$ cat src/design/ipv4_header_fragmenter_unit_assert.svh
// Assertion macros for the IPv4 header fragmenter.
`ifndef IPV4_HEADER_FRAGMENTER_UNIT_ASSERT_SVH
`define IPV4_HEADER_FRAGMENTER_UNIT_ASSERT_SVH

// Same-cycle implication, checked out of reset.
`define IHF_ASSERT_IMPL(label, ante, cons) \
    label: assert property (@(posedge clk) disable iff (!rst_n) (ante) |-> (cons)) \
        else $error("ihf assertion failed: same-cycle implication");

// Next-cycle implication, checked out of reset.
`define IHF_ASSERT_NEXT(label, ante, cons) \
    label: assert property (@(posedge clk) disable iff (!rst_n) (ante) |=> (cons)) \
        else $error("ihf assertion failed: next-cycle implication");

`endif

$ cat src/design/ihf_pkg.sv
// Shared types, constants and helpers for the IPv4 header fragmenter.
package ihf_pkg;

    localparam int MAX_FRAGMENTS_DEF = 64;
    localparam int CFG_IDX_W         = 8;
    localparam int CFG_DATA_W        = 32;

    localparam logic [CFG_IDX_W-1:0] CFG_SRC_ADDR = 8'd0;
    localparam logic [CFG_IDX_W-1:0] CFG_FRAG_MAX = 8'd1;

    localparam logic [10:0] FRAG_MAX_RESET = 11'd1400;
    localparam logic [15:0] HDR_BYTES      = 16'd20;
    localparam logic [10:0] UNIT_BYTES     = 11'd8;
    localparam int          UNIT_SHIFT     = 3;
    localparam logic [7:0]  VER_IHL        = 8'h45;

    typedef struct packed {
        logic [31:0] src_addr;
        logic [10:0] frag_max;
    } cfg_t;

    typedef enum logic [2:0] {
        CS_NOP,
        CS_CLEAR,
        CS_ADD,
        CS_ADD_BASE,
        CS_ACCUM_BASE
    } csum_op_t;

    typedef struct packed {
        csum_op_t    op;
        logic [15:0] word;
    } csum_ctrl_t;

    // Chunk size in bytes: multiple of eight, never zero.
    function automatic logic [10:0] chunk_bytes(input logic [10:0] frag_max);
        logic [10:0] c;
        begin
            c = {frag_max[10:UNIT_SHIFT], {UNIT_SHIFT{1'b0}}};
            if (c == 11'd0)
            begin
                c = UNIT_BYTES;
            end
            return c;
        end
    endfunction

endpackage

$ cat src/design/ihf_req_if.sv
// Request channel: one outgoing datagram.
interface ihf_req_if;
    logic        valid;
    logic        ready;
    logic [15:0] payload_length;
    logic [7:0]  protocol_number;
    logic [7:0]  service_type;
    logic [7:0]  hop_limit;
    logic [31:0] dest_address;

    modport source (output valid, payload_length, protocol_number, service_type,
                    hop_limit, dest_address, input ready);
    modport sink (input valid, payload_length, protocol_number, service_type,
                  hop_limit, dest_address, output ready);
endinterface

$ cat src/design/ihf_res_if.sv
// Result channel: one fragment header.
interface ihf_res_if;
    logic        valid;
    logic        ready;
    logic [15:0] packet_length;
    logic        more_fragments;
    logic [12:0] frag_offset;
    logic [15:0] identification;
    logic [15:0] header_checksum;
    logic        last;

    modport source (output valid, packet_length, more_fragments, frag_offset,
                    identification, header_checksum, last, input ready);
    modport sink (input valid, packet_length, more_fragments, frag_offset,
                  identification, header_checksum, last, output ready);
endinterface

$ cat src/design/ihf_cfg_if.sv
// Configuration write channel.
interface ihf_cfg_if;
    logic                             valid;
    logic                             ready;
    logic [ihf_pkg::CFG_IDX_W-1:0]    index;
    logic [ihf_pkg::CFG_DATA_W-1:0]   data;

    modport source (output valid, index, data, input ready);
    modport sink (input valid, index, data, output ready);
endinterface

$ cat src/design/ipv4_header_fragmenter_unit.sv
// IPv4 fragment header generator: top level.
// One datagram request is taken when the block is idle; it then emits one header per
// fragment and returns to idle after the final one is taken. A request is accepted, the
// fixed header words are summed, and then for each fragment the block sizes it, finishes
// its checksum and offers the result, holding it while the result side stalls. The single
// 16-bit end-around-carry adder folds in one header word per cycle. Configuration writes
// are always accepted and must only be made while the block is idle.
module ipv4_header_fragmenter_unit #(
    parameter int MAX_FRAGMENTS = ihf_pkg::MAX_FRAGMENTS_DEF
) (
    input  logic       clk,
    input  logic       rst_n,
    ihf_req_if.sink    req,
    ihf_res_if.source  res,
    ihf_cfg_if.sink    cfg
);

    `include "ipv4_header_fragmenter_unit_assert.svh"

    ihf_pkg::cfg_t       cfg_regs;
    ihf_pkg::csum_ctrl_t csum_ctrl;
    logic [15:0]         csum_sum;

    ihf_cfg_regs u_cfg_regs (
        .clk  (clk),
        .rst_n(rst_n),
        .cfg  (cfg),
        .regs (cfg_regs)
    );

    ihf_csum_unit u_csum_unit (
        .clk  (clk),
        .rst_n(rst_n),
        .ctrl (csum_ctrl),
        .sum  (csum_sum)
    );

    ihf_sequencer #(
        .MAX_FRAGMENTS(MAX_FRAGMENTS)
    ) u_sequencer (
        .clk      (clk),
        .rst_n    (rst_n),
        .req      (req),
        .res      (res),
        .cfg      (cfg_regs),
        .csum_ctrl(csum_ctrl),
        .csum_sum (csum_sum)
    );

    `IHF_ASSERT_IMPL(a_busy_while_emitting, res.valid, !req.ready)
    `IHF_ASSERT_IMPL(a_last_excludes_mf, res.valid, res.last != res.more_fragments)
    `IHF_ASSERT_NEXT(a_idle_after_last, res.valid && res.ready && res.last, req.ready)
    `IHF_ASSERT_NEXT(a_request_starts_work, req.valid && req.ready, !req.ready && !res.valid)

endmodule

$ cat src/design/ihf_cfg_regs.sv
// Configuration registers: source address and fragment size.
module ihf_cfg_regs (
    input  logic           clk,
    input  logic           rst_n,
    ihf_cfg_if.sink        cfg,
    output ihf_pkg::cfg_t  regs
);

    logic [31:0] src_addr_reg;
    logic [10:0] frag_max_reg;

    assign cfg.ready = 1'b1;

    always_ff @(posedge clk or negedge rst_n)
    begin
        if (!rst_n)
        begin
            src_addr_reg <= 32'd0;
            frag_max_reg <= ihf_pkg::FRAG_MAX_RESET;
        end
        else if (cfg.valid)
        begin
            case (cfg.index)
                ihf_pkg::CFG_SRC_ADDR: src_addr_reg <= cfg.data;
                ihf_pkg::CFG_FRAG_MAX: frag_max_reg <= cfg.data[10:0];
                default: ;
            endcase
        end
    end

    assign regs.src_addr = src_addr_reg;
    assign regs.frag_max = frag_max_reg;

endmodule

$ cat src/design/ihf_csum_unit.sv
// Shared one's-complement adder with running and base accumulators.
module ihf_csum_unit (
    input  logic                clk,
    input  logic                rst_n,
    input  ihf_pkg::csum_ctrl_t ctrl,
    output logic [15:0]         sum
);

    logic [15:0] acc_reg;
    logic [15:0] base_reg;
    logic [15:0] opnd;
    logic [16:0] raw;
    logic [15:0] folded;

    // End-around carry add of one word.
    always_comb
    begin
        opnd   = (ctrl.op == ihf_pkg::CS_ADD_BASE) ? base_reg : acc_reg;
        raw    = {1'b0, opnd} + {1'b0, ctrl.word};
        folded = raw[15:0] + {15'd0, raw[16]};
    end

    always_ff @(posedge clk or negedge rst_n)
    begin
        if (!rst_n)
        begin
            acc_reg  <= 16'd0;
            base_reg <= 16'd0;
        end
        else
        begin
            case (ctrl.op)
                ihf_pkg::CS_CLEAR:
                begin
                    acc_reg  <= 16'd0;
                    base_reg <= 16'd0;
                end
                ihf_pkg::CS_ADD:      acc_reg <= folded;
                ihf_pkg::CS_ADD_BASE: acc_reg <= folded;
                ihf_pkg::CS_ACCUM_BASE:
                begin
                    acc_reg  <= folded;
                    base_reg <= folded;
                end
                default: ;
            endcase
        end
    end

    assign sum = acc_reg;

endmodule

$ cat src/design/ihf_sequencer.sv
// Datagram sequencer: walks the fragments and drives the checksum unit.
module ihf_sequencer #(
    parameter int MAX_FRAGMENTS = ihf_pkg::MAX_FRAGMENTS_DEF
) (
    input  logic                 clk,
    input  logic                 rst_n,
    ihf_req_if.sink              req,
    ihf_res_if.source            res,
    input  ihf_pkg::cfg_t        cfg,
    output ihf_pkg::csum_ctrl_t  csum_ctrl,
    input  logic [15:0]          csum_sum
);

    localparam int CNT_W = (MAX_FRAGMENTS > 1) ? $clog2(MAX_FRAGMENTS) : 1;
    localparam logic [CNT_W-1:0] CNT_LAST = CNT_W'(MAX_FRAGMENTS - 1);

    typedef enum logic [2:0] {
        ST_IDLE,
        ST_BASE,
        ST_FRAG_LEN,
        ST_FRAG_OFF,
        ST_LOAD,
        ST_EMIT
    } state_t;

    typedef enum logic [2:0] {
        WS_TOS,
        WS_IDENT,
        WS_TTL_PROTO,
        WS_SRC_HI,
        WS_SRC_LO,
        WS_DST_HI,
        WS_DST_LO
    } word_sel_t;

    state_t      state_reg;
    word_sel_t   word_sel_reg;
    logic [15:0] ident_reg;
    logic [15:0] rem_reg;
    logic [12:0] off_reg;
    logic [CNT_W-1:0] count_reg;
    logic [10:0] chunk_reg;
    logic [10:0] take_reg;
    logic        final_reg;
    logic [7:0]  tos_reg;
    logic [7:0]  ttl_reg;
    logic [7:0]  proto_reg;
    logic [31:0] dst_reg;

    logic        out_valid_reg;
    logic [15:0] tot_out_reg;
    logic        mf_out_reg;
    logic [12:0] off_out_reg;
    logic [15:0] csum_out_reg;
    logic        last_out_reg;

    logic [15:0] take_c;
    logic [15:0] left_c;
    logic        final_c;
    logic [15:0] tot_c;
    logic [15:0] base_word;

    always_comb
    begin
        take_c  = (rem_reg > {5'd0, chunk_reg}) ? {5'd0, chunk_reg} : rem_reg;
        left_c  = rem_reg - take_c;
        final_c = (left_c == 16'd0) || (count_reg == CNT_LAST);
        tot_c   = take_c + ihf_pkg::HDR_BYTES;

        case (word_sel_reg)
            WS_TOS:       base_word = {ihf_pkg::VER_IHL, tos_reg};
            WS_IDENT:     base_word = ident_reg;
            WS_TTL_PROTO: base_word = {ttl_reg, proto_reg};
            WS_SRC_HI:    base_word = cfg.src_addr[31:16];
            WS_SRC_LO:    base_word = cfg.src_addr[15:0];
            WS_DST_HI:    base_word = dst_reg[31:16];
            WS_DST_LO:    base_word = dst_reg[15:0];
            default:      base_word = 16'd0;
        endcase

        csum_ctrl.op   = ihf_pkg::CS_NOP;
        csum_ctrl.word = 16'd0;
        case (state_reg)
            ST_IDLE:
            begin
                if (req.valid)
                begin
                    csum_ctrl.op = ihf_pkg::CS_CLEAR;
                end
            end
            ST_BASE:
            begin
                csum_ctrl.op   = ihf_pkg::CS_ACCUM_BASE;
                csum_ctrl.word = base_word;
            end
            ST_FRAG_LEN:
            begin
                // start each fragment from the fixed-word sum
                csum_ctrl.op   = ihf_pkg::CS_ADD_BASE;
                csum_ctrl.word = tot_c;
            end
            ST_FRAG_OFF:
            begin
                csum_ctrl.op   = ihf_pkg::CS_ADD;
                csum_ctrl.word = {2'b00, ~final_reg, off_reg};
            end
            default: ;
        endcase
    end

    always_ff @(posedge clk or negedge rst_n)
    begin
        if (!rst_n)
        begin
            state_reg     <= ST_IDLE;
            word_sel_reg  <= WS_TOS;
            ident_reg     <= 16'd0;
            rem_reg       <= 16'd0;
            off_reg       <= 13'd0;
            count_reg     <= '0;
            out_valid_reg <= 1'b0;
        end
        else
        begin
            case (state_reg)
                ST_IDLE:
                begin
                    if (req.valid)
                    begin
                        ident_reg    <= ident_reg + 16'd1;
                        rem_reg      <= req.payload_length;
                        off_reg      <= 13'd0;
                        count_reg    <= '0;
                        chunk_reg    <= ihf_pkg::chunk_bytes(cfg.frag_max);
                        tos_reg      <= req.service_type;
                        ttl_reg      <= req.hop_limit;
                        proto_reg    <= req.protocol_number;
                        dst_reg      <= req.dest_address;
                        word_sel_reg <= WS_TOS;
                        state_reg    <= ST_BASE;
                    end
                end
                ST_BASE:
                begin
                    if (word_sel_reg == WS_DST_LO)
                    begin
                        state_reg <= ST_FRAG_LEN;
                    end
                    else
                    begin
                        word_sel_reg <= word_sel_t'(word_sel_reg + 3'd1);
                    end
                end
                ST_FRAG_LEN:
                begin
                    take_reg    <= take_c[10:0];
                    final_reg   <= final_c;
                    rem_reg     <= left_c;
                    tot_out_reg <= tot_c;
                    state_reg   <= ST_FRAG_OFF;
                end
                ST_FRAG_OFF:
                begin
                    mf_out_reg   <= ~final_reg;
                    off_out_reg  <= off_reg;
                    last_out_reg <= final_reg;
                    state_reg    <= ST_LOAD;
                end
                ST_LOAD:
                begin
                    csum_out_reg  <= ~csum_sum;
                    out_valid_reg <= 1'b1;
                    state_reg     <= ST_EMIT;
                end
                ST_EMIT:
                begin
                    if (res.ready)
                    begin
                        out_valid_reg <= 1'b0;
                        off_reg       <= off_reg + {5'd0, take_reg[10:ihf_pkg::UNIT_SHIFT]};
                        count_reg     <= count_reg + CNT_W'(1);
                        // drop whatever payload remains after the final fragment
                        state_reg     <= final_reg ? ST_IDLE : ST_FRAG_LEN;
                    end
                end
                default: state_reg <= ST_IDLE;
            endcase
        end
    end

    assign req.ready           = (state_reg == ST_IDLE);
    assign res.valid           = out_valid_reg;
    assign res.packet_length   = tot_out_reg;
    assign res.more_fragments  = mf_out_reg;
    assign res.frag_offset     = off_out_reg;
    assign res.identification  = ident_reg;
    assign res.header_checksum = csum_out_reg;
    assign res.last            = last_out_reg;

endmodule

$ cat src/flat_wrapper.sv
// flat-port wrapper written by rule: the top's interface ports become plain ports
module ipv4_header_fragmenter_unit_flat 
#(
    parameter int MAX_FRAGMENTS = ihf_pkg::MAX_FRAGMENTS_DEF
)
  (clk, rst_n, req_valid, req_payload_length, req_protocol_number, req_service_type, req_hop_limit, req_dest_address, req_ready, res_valid, res_packet_length, res_more_fragments, res_frag_offset, res_identification, res_header_checksum, res_last, res_ready, cfg_valid, cfg_index, cfg_data, cfg_ready);
  ihf_req_if req_i ();
  ihf_res_if res_i ();
  ihf_cfg_if cfg_i ();
  input  logic clk;
  input  logic rst_n;
  input wire logic [$bits(req_i.valid)-1:0] req_valid;
  input wire logic [$bits(req_i.payload_length)-1:0] req_payload_length;
  input wire logic [$bits(req_i.protocol_number)-1:0] req_protocol_number;
  input wire logic [$bits(req_i.service_type)-1:0] req_service_type;
  input wire logic [$bits(req_i.hop_limit)-1:0] req_hop_limit;
  input wire logic [$bits(req_i.dest_address)-1:0] req_dest_address;
  output wire logic [$bits(req_i.ready)-1:0] req_ready;
  output wire logic [$bits(res_i.valid)-1:0] res_valid;
  output wire logic [$bits(res_i.packet_length)-1:0] res_packet_length;
  output wire logic [$bits(res_i.more_fragments)-1:0] res_more_fragments;
  output wire logic [$bits(res_i.frag_offset)-1:0] res_frag_offset;
  output wire logic [$bits(res_i.identification)-1:0] res_identification;
  output wire logic [$bits(res_i.header_checksum)-1:0] res_header_checksum;
  output wire logic [$bits(res_i.last)-1:0] res_last;
  input wire logic [$bits(res_i.ready)-1:0] res_ready;
  input wire logic [$bits(cfg_i.valid)-1:0] cfg_valid;
  input wire logic [$bits(cfg_i.index)-1:0] cfg_index;
  input wire logic [$bits(cfg_i.data)-1:0] cfg_data;
  output wire logic [$bits(cfg_i.ready)-1:0] cfg_ready;
  assign req_i.valid = req_valid;
  assign req_i.payload_length = req_payload_length;
  assign req_i.protocol_number = req_protocol_number;
  assign req_i.service_type = req_service_type;
  assign req_i.hop_limit = req_hop_limit;
  assign req_i.dest_address = req_dest_address;
  assign req_ready = req_i.ready;
  assign res_valid = res_i.valid;
  assign res_packet_length = res_i.packet_length;
  assign res_more_fragments = res_i.more_fragments;
  assign res_frag_offset = res_i.frag_offset;
  assign res_identification = res_i.identification;
  assign res_header_checksum = res_i.header_checksum;
  assign res_last = res_i.last;
  assign res_i.ready = res_ready;
  assign cfg_i.valid = cfg_valid;
  assign cfg_i.index = cfg_index;
  assign cfg_i.data = cfg_data;
  assign cfg_ready = cfg_i.ready;
  ipv4_header_fragmenter_unit #(.MAX_FRAGMENTS(MAX_FRAGMENTS)) u_core (.clk(clk), .rst_n(rst_n), .req(req_i), .res(res_i), .cfg(cfg_i));
endmodule
$ cat config.mk
export PLATFORM = sky130hd
export DESIGN_NAME = ipv4_header_fragmenter_unit_flat
export DESIGN_NICKNAME = d
export VERILOG_FILES = /design/src/design/ihf_pkg.sv /design/src/design/ihf_req_if.sv /design/src/design/ihf_res_if.sv /design/src/design/ihf_cfg_if.sv /design/src/design/ipv4_header_fragmenter_unit.sv /design/src/design/ihf_cfg_regs.sv /design/src/design/ihf_csum_unit.sv /design/src/design/ihf_sequencer.sv /design/src/flat_wrapper.sv
export VERILOG_INCLUDE_DIRS = /design/src /design/src/design
export SDC_FILE = /design/constraint.sdc
export NUM_CORES = 1
export LEC_CHECK = 0
export ABC_AREA = 1
export CELL_PAD_IN_SITES_DETAIL_PLACEMENT = 0
export CELL_PAD_IN_SITES_GLOBAL_PLACEMENT = 1
export CORE_AREA = 5 5 167 169
export DETAILED_ROUTE_END_ITERATION = 8
export DIE_AREA = 0 0 172 174
export DONT_BUFFER_PORTS = 1
export HOLD_SLACK_MARGIN = 0.08
export PLACE_DENSITY_LB_ADDON = 0.1
export SLEW_MARGIN = 10
export SYNTH_ARGS = -nofsm -noshare
export SYNTH_HDL_FRONTEND = slang
export SYNTH_SLANG_ARGS = --single-unit
$ cat constraint.sdc
create_clock -name clk -period 6.6 [get_ports clk]
set_input_delay 1.32 -clock clk [delete_from_list [all_inputs] [get_ports clk]]
set_output_delay 1.32 -clock clk [all_outputs]
set_load 0.01 [all_outputs]
==> results.sh <==
export IMPL_powerDensity_nw_per_um2=497
export IMPL_cts_root_buffer="clkbuf_16"
export IMPL_synth_area_leaders="edfxtp_1 (29%), dfrtp_1 (25%), nand2_1 (9.7%)"
export IMPL_final_cells=1682
export IMPL_crit_start="u_core.u_sequencer.word_sel_reg[0]"
export IMPL_antenna_found_initial=4
export IMPL_maxCapViolations=0
export IMPL_syn_inst=1310
export IMPL_r2r_start="u_core.u_sequencer.word_sel_reg[0]"
export IMPL_rsz0062_at_grt="false"
export IMPL_dp_cells=1626
export IMPL_cts_tree="built"
export IMPL_critPathKind="reg -> reg"
export IMPL_die_area_sq_um=29900
export IMPL_avgSynthCellArea_sq_um=9.58
export IMPL_highest_layer="met5"
export IMPL_routed_wl_mm=33.9
export IMPL_nFillCells=2420
export IMPL_synthTopCellsByCount="nand2_1 (323), inv_1 (160), dfrtp_1 (124)"
export IMPL_synth_top_area_share_pct=28.7
export IMPL_ant_nets=0
export IMPL_wire_per_inst_um=20.1
export IMPL_hpwl_mm=25.2
export IMPL_seq_area_sq_um=6860
export IMPL_vias_per_cell=5.43
export IMPL_worst_ep_arrival_time_ns=6.13
export IMPL_crit_family="simple AND/OR/NAND/NOR gates"
export IMPL_r2r_worst_path_cells=27
export IMPL_finClkSkew_ns=0.0208
export IMPL_layout_nets=1484
export IMPL_met3_wirelength_mm=2.75
export IMPL_die_w_um=172
export IMPL_htree_levels=1
export IMPL_clock_latency_ns=0.56
export IMPL_setup_viol=0
export IMPL_overflow=0
export IMPL_synth_edff_count=120
export IMPL_cp_slowest_cell="a2111oi_0"
export IMPL_core_area_sq_um=26400
export IMPL_crit_path_end_kind="flip-flop"
export IMPL_grt_max_degree=132
export IMPL_critPathBufInv=2
export IMPL_yosysMostFrequentCell="nand2_1"
export IMPL_area_delta_synth_final_pct=11.2
export IMPL_cts_sinks=250
export IMPL_postCtsResizedCells=0
export IMPL_ctsHoldBuffers=0
export IMPL_post_route_period_util_pct=85.7
export IMPL_peakVddDrop_v=0.000279
export IMPL_path_clk_slew_ns=0.07
export IMPL_clockBufferDepth=3
export IMPL_cp_required_ns=7.07
export IMPL_num_io_pins=183
export IMPL_drive_gt1_share_pct=9.11
export IMPL_grt_pass1_wl_mm=52.5
export IMPL_initial_core_util_pct=47.5
export IMPL_postCtsSetupBuffers=0
export IMPL_path_max_fanout=13
export IMPL_vias=9125
export IMPL_slew_headroom_pct=31.4
export IMPL_netlist_area_sq_um=12500
export IMPL_cp_slowest_stage_delay_ns=0.88
export IMPL_wl_met1_mm=15.4
export IMPL_drcViolationCount=0
export IMPL_grt_pass1_vias=9102
export IMPL_synth_async_reset_ratio_pct=52.0
export IMPL_die_h_um=174
export IMPL_dr_wl_met2_mm=14.9
export IMPL_yosys_warnings=0
export IMPL_synth_flop_cell="dfrtp_1"
export IMPL_std_cell_rows=60
export IMPL_path_common_cell="nand2_1"
export IMPL_synth_cell_types=58
export IMPL_status="finished clean"
export IMPL_r2r_end="u_core.u_csum_unit.sum[11]"
export IMPL_worst_pin_slew_ns=1.00
export IMPL_grt_util_all_layers_pct=22.5
export IMPL_numCtsBuffers=29
export IMPL_leakage_uw=0.00621
export IMPL_drt_pre_antenna_iters=5
export IMPL_final_max_slew_viol_count=0
export IMPL_place_congestion=0.882
export IMPL_max_freq_mhz=177
export IMPL_tns_ns=0
export IMPL_multiInputGateArea_sq_um=4930
export IMPL_ys_seq_area_share_pct=54.7
export IMPL_min_path_type="in -> async"
export IMPL_rrSetupSlack_ns=0.94
export IMPL_start_kind="flip-flop"
export IMPL_finalHoldViolCount=0
export IMPL_ys_ff_latch=250
export IMPL_synth_area_leader_cell="edfxtp_1"
export IMPL_io_buffers=0
export IMPL_period_needed_ns=5.66
export IMPL_drt_iter0_markers=720
## where the power goes
part,leakage [uW],internal [uW],total (uW),switching (uW)
Combinational,0.00297,932,2980,2040
Clock,0.000501,1050,1720,667
Sequential,0.00273,1990,2240,254
## cells by family after synthesis
family / Yosys count / share of synthesized area [%]
flip-flops: 250 / 54.7
AO/OA/AOI/OAI: 215 / 10.9
AND/OR/NAND/NOR: 526 / 18.1
other: 2 / 0.0599
multiplexers: 21 / 1.89
XOR/XNOR: 41 / 2.86
adder cells (fa/ha/maj): 51 / 5.21
buffers and inverters: 204 / 6.25
## stage by stage
stage | area [sq um] | hold slack, ns | power (uW) | setup WS, ns | util (%)
after floorplan | 12600 | 0.448 | 4330 | 1.64 | -
after global placement | 12900 | 0.463 | 5220 | 1.12 | 48.9
after detailed placement | 12900 | 0.466 | 5220 | 1.02 | 48.9
after CTS | 13900 | 0.443 | 6970 | 0.994 | 52.8
after global routing | 13900 | 0.444 | 7470 | 0.428 | 52.8
final | 14000 | 0.471 | 6930 | 0.942 | 52.8
## cell type report
cell class                 instances  area share [%]
antenna                            2          0.0359
clock inverter                    23            2.16
sequential                       250            49.2
clock buffer                      31            5.25
tap                              341            3.06
multi-input combinational        860            35.3
inverter                         165            4.44
timing repair buffer              10           0.538
## cell usage in the layout (no fill, tap or decap), types with 7 or more instances in the layout
| master | synthesis | layout |
|---|---|---|
| o21ai_0 | 80 | 80 |
| a22o_1 | 10 | 10 |
| nand3_1 | 61 | 61 |
| o211ai_1 | 15 | 15 |
| ha_1 | 49 | 49 |
| a221oi_1 | 19 | 19 |
| mux2_2 | 21 | 21 |
| nor2_1 | 77 | 74 |
| o22ai_1 | 16 | 16 |
| inv_1 | 160 | 160 |
| a21oi_1 | 36 | 36 |
| nand4_1 | 18 | 18 |
| nor2_2 | 6 | 7 |
| nor3_1 | 11 | 11 |
| edfxtp_1 | 120 | 120 |
| clkbuf_16 | 0 | 29 |
| dfrtp_1 | 124 | 124 |
| buf_4 | 3 | 10 |
| xnor2_1 | 9 | 9 |
| nand2_1 | 323 | 323 |
| xor2_1 | 32 | 32 |
## worst max path at each step
stage | to | slack (ns) | cells after the start
6_report | u_core.u_csum_unit.sum[11] | 0.94 | 27
3_3_place_gp | u_core.u_csum_unit.sum[11] | 1.12 | 27
2_1_floorplan | u_core.u_sequencer.chunk_reg[10] | 1.64 | 5
4_1_cts | u_core.u_csum_unit.sum[11] | 0.99 | 27
5_1_grt | u_core.u_csum_unit.sum[11] | 0.43 | 27
3_5_place_dp | u_core.u_csum_unit.sum[11] | 1.02 | 27
## worst reg2reg max path, stage by stage, from the launching register on
cell and delay (ns):
dfrtp_1 0.37, inv_1 0.09, ha_1 0.22, nand2_1 0.19
inv_1 0.30, a22o_1 0.28, a2111oi_0 0.88, o221ai_1 0.26
ha_1 0.40, nand2_1 0.08, or2_2 0.31, nand2_1 0.06
nand2_1 0.04, nand3_1 0.10, nand3_1 0.08, nand2_1 0.10
a21oi_1 0.07, o21bai_1 0.19, ha_1 0.20, nand2_1 0.10
nor4_4 0.32, nand3_1 0.13, nor2_2 0.24, nand4_1 0.15
nor2_1 0.14, or2_1 0.13, nand3_1 0.07, o21ai_1 0.10
## layer usage
layer  vias to the layer above  global-route usage (%)
li1                       4445                       -
met1                      4312                    32.4
met2                       320                    34.6
met3                        42                    6.25
met4                         6                    4.55
met5                         -                       0
Note: power is estimated with default switching activity, not from simulation.
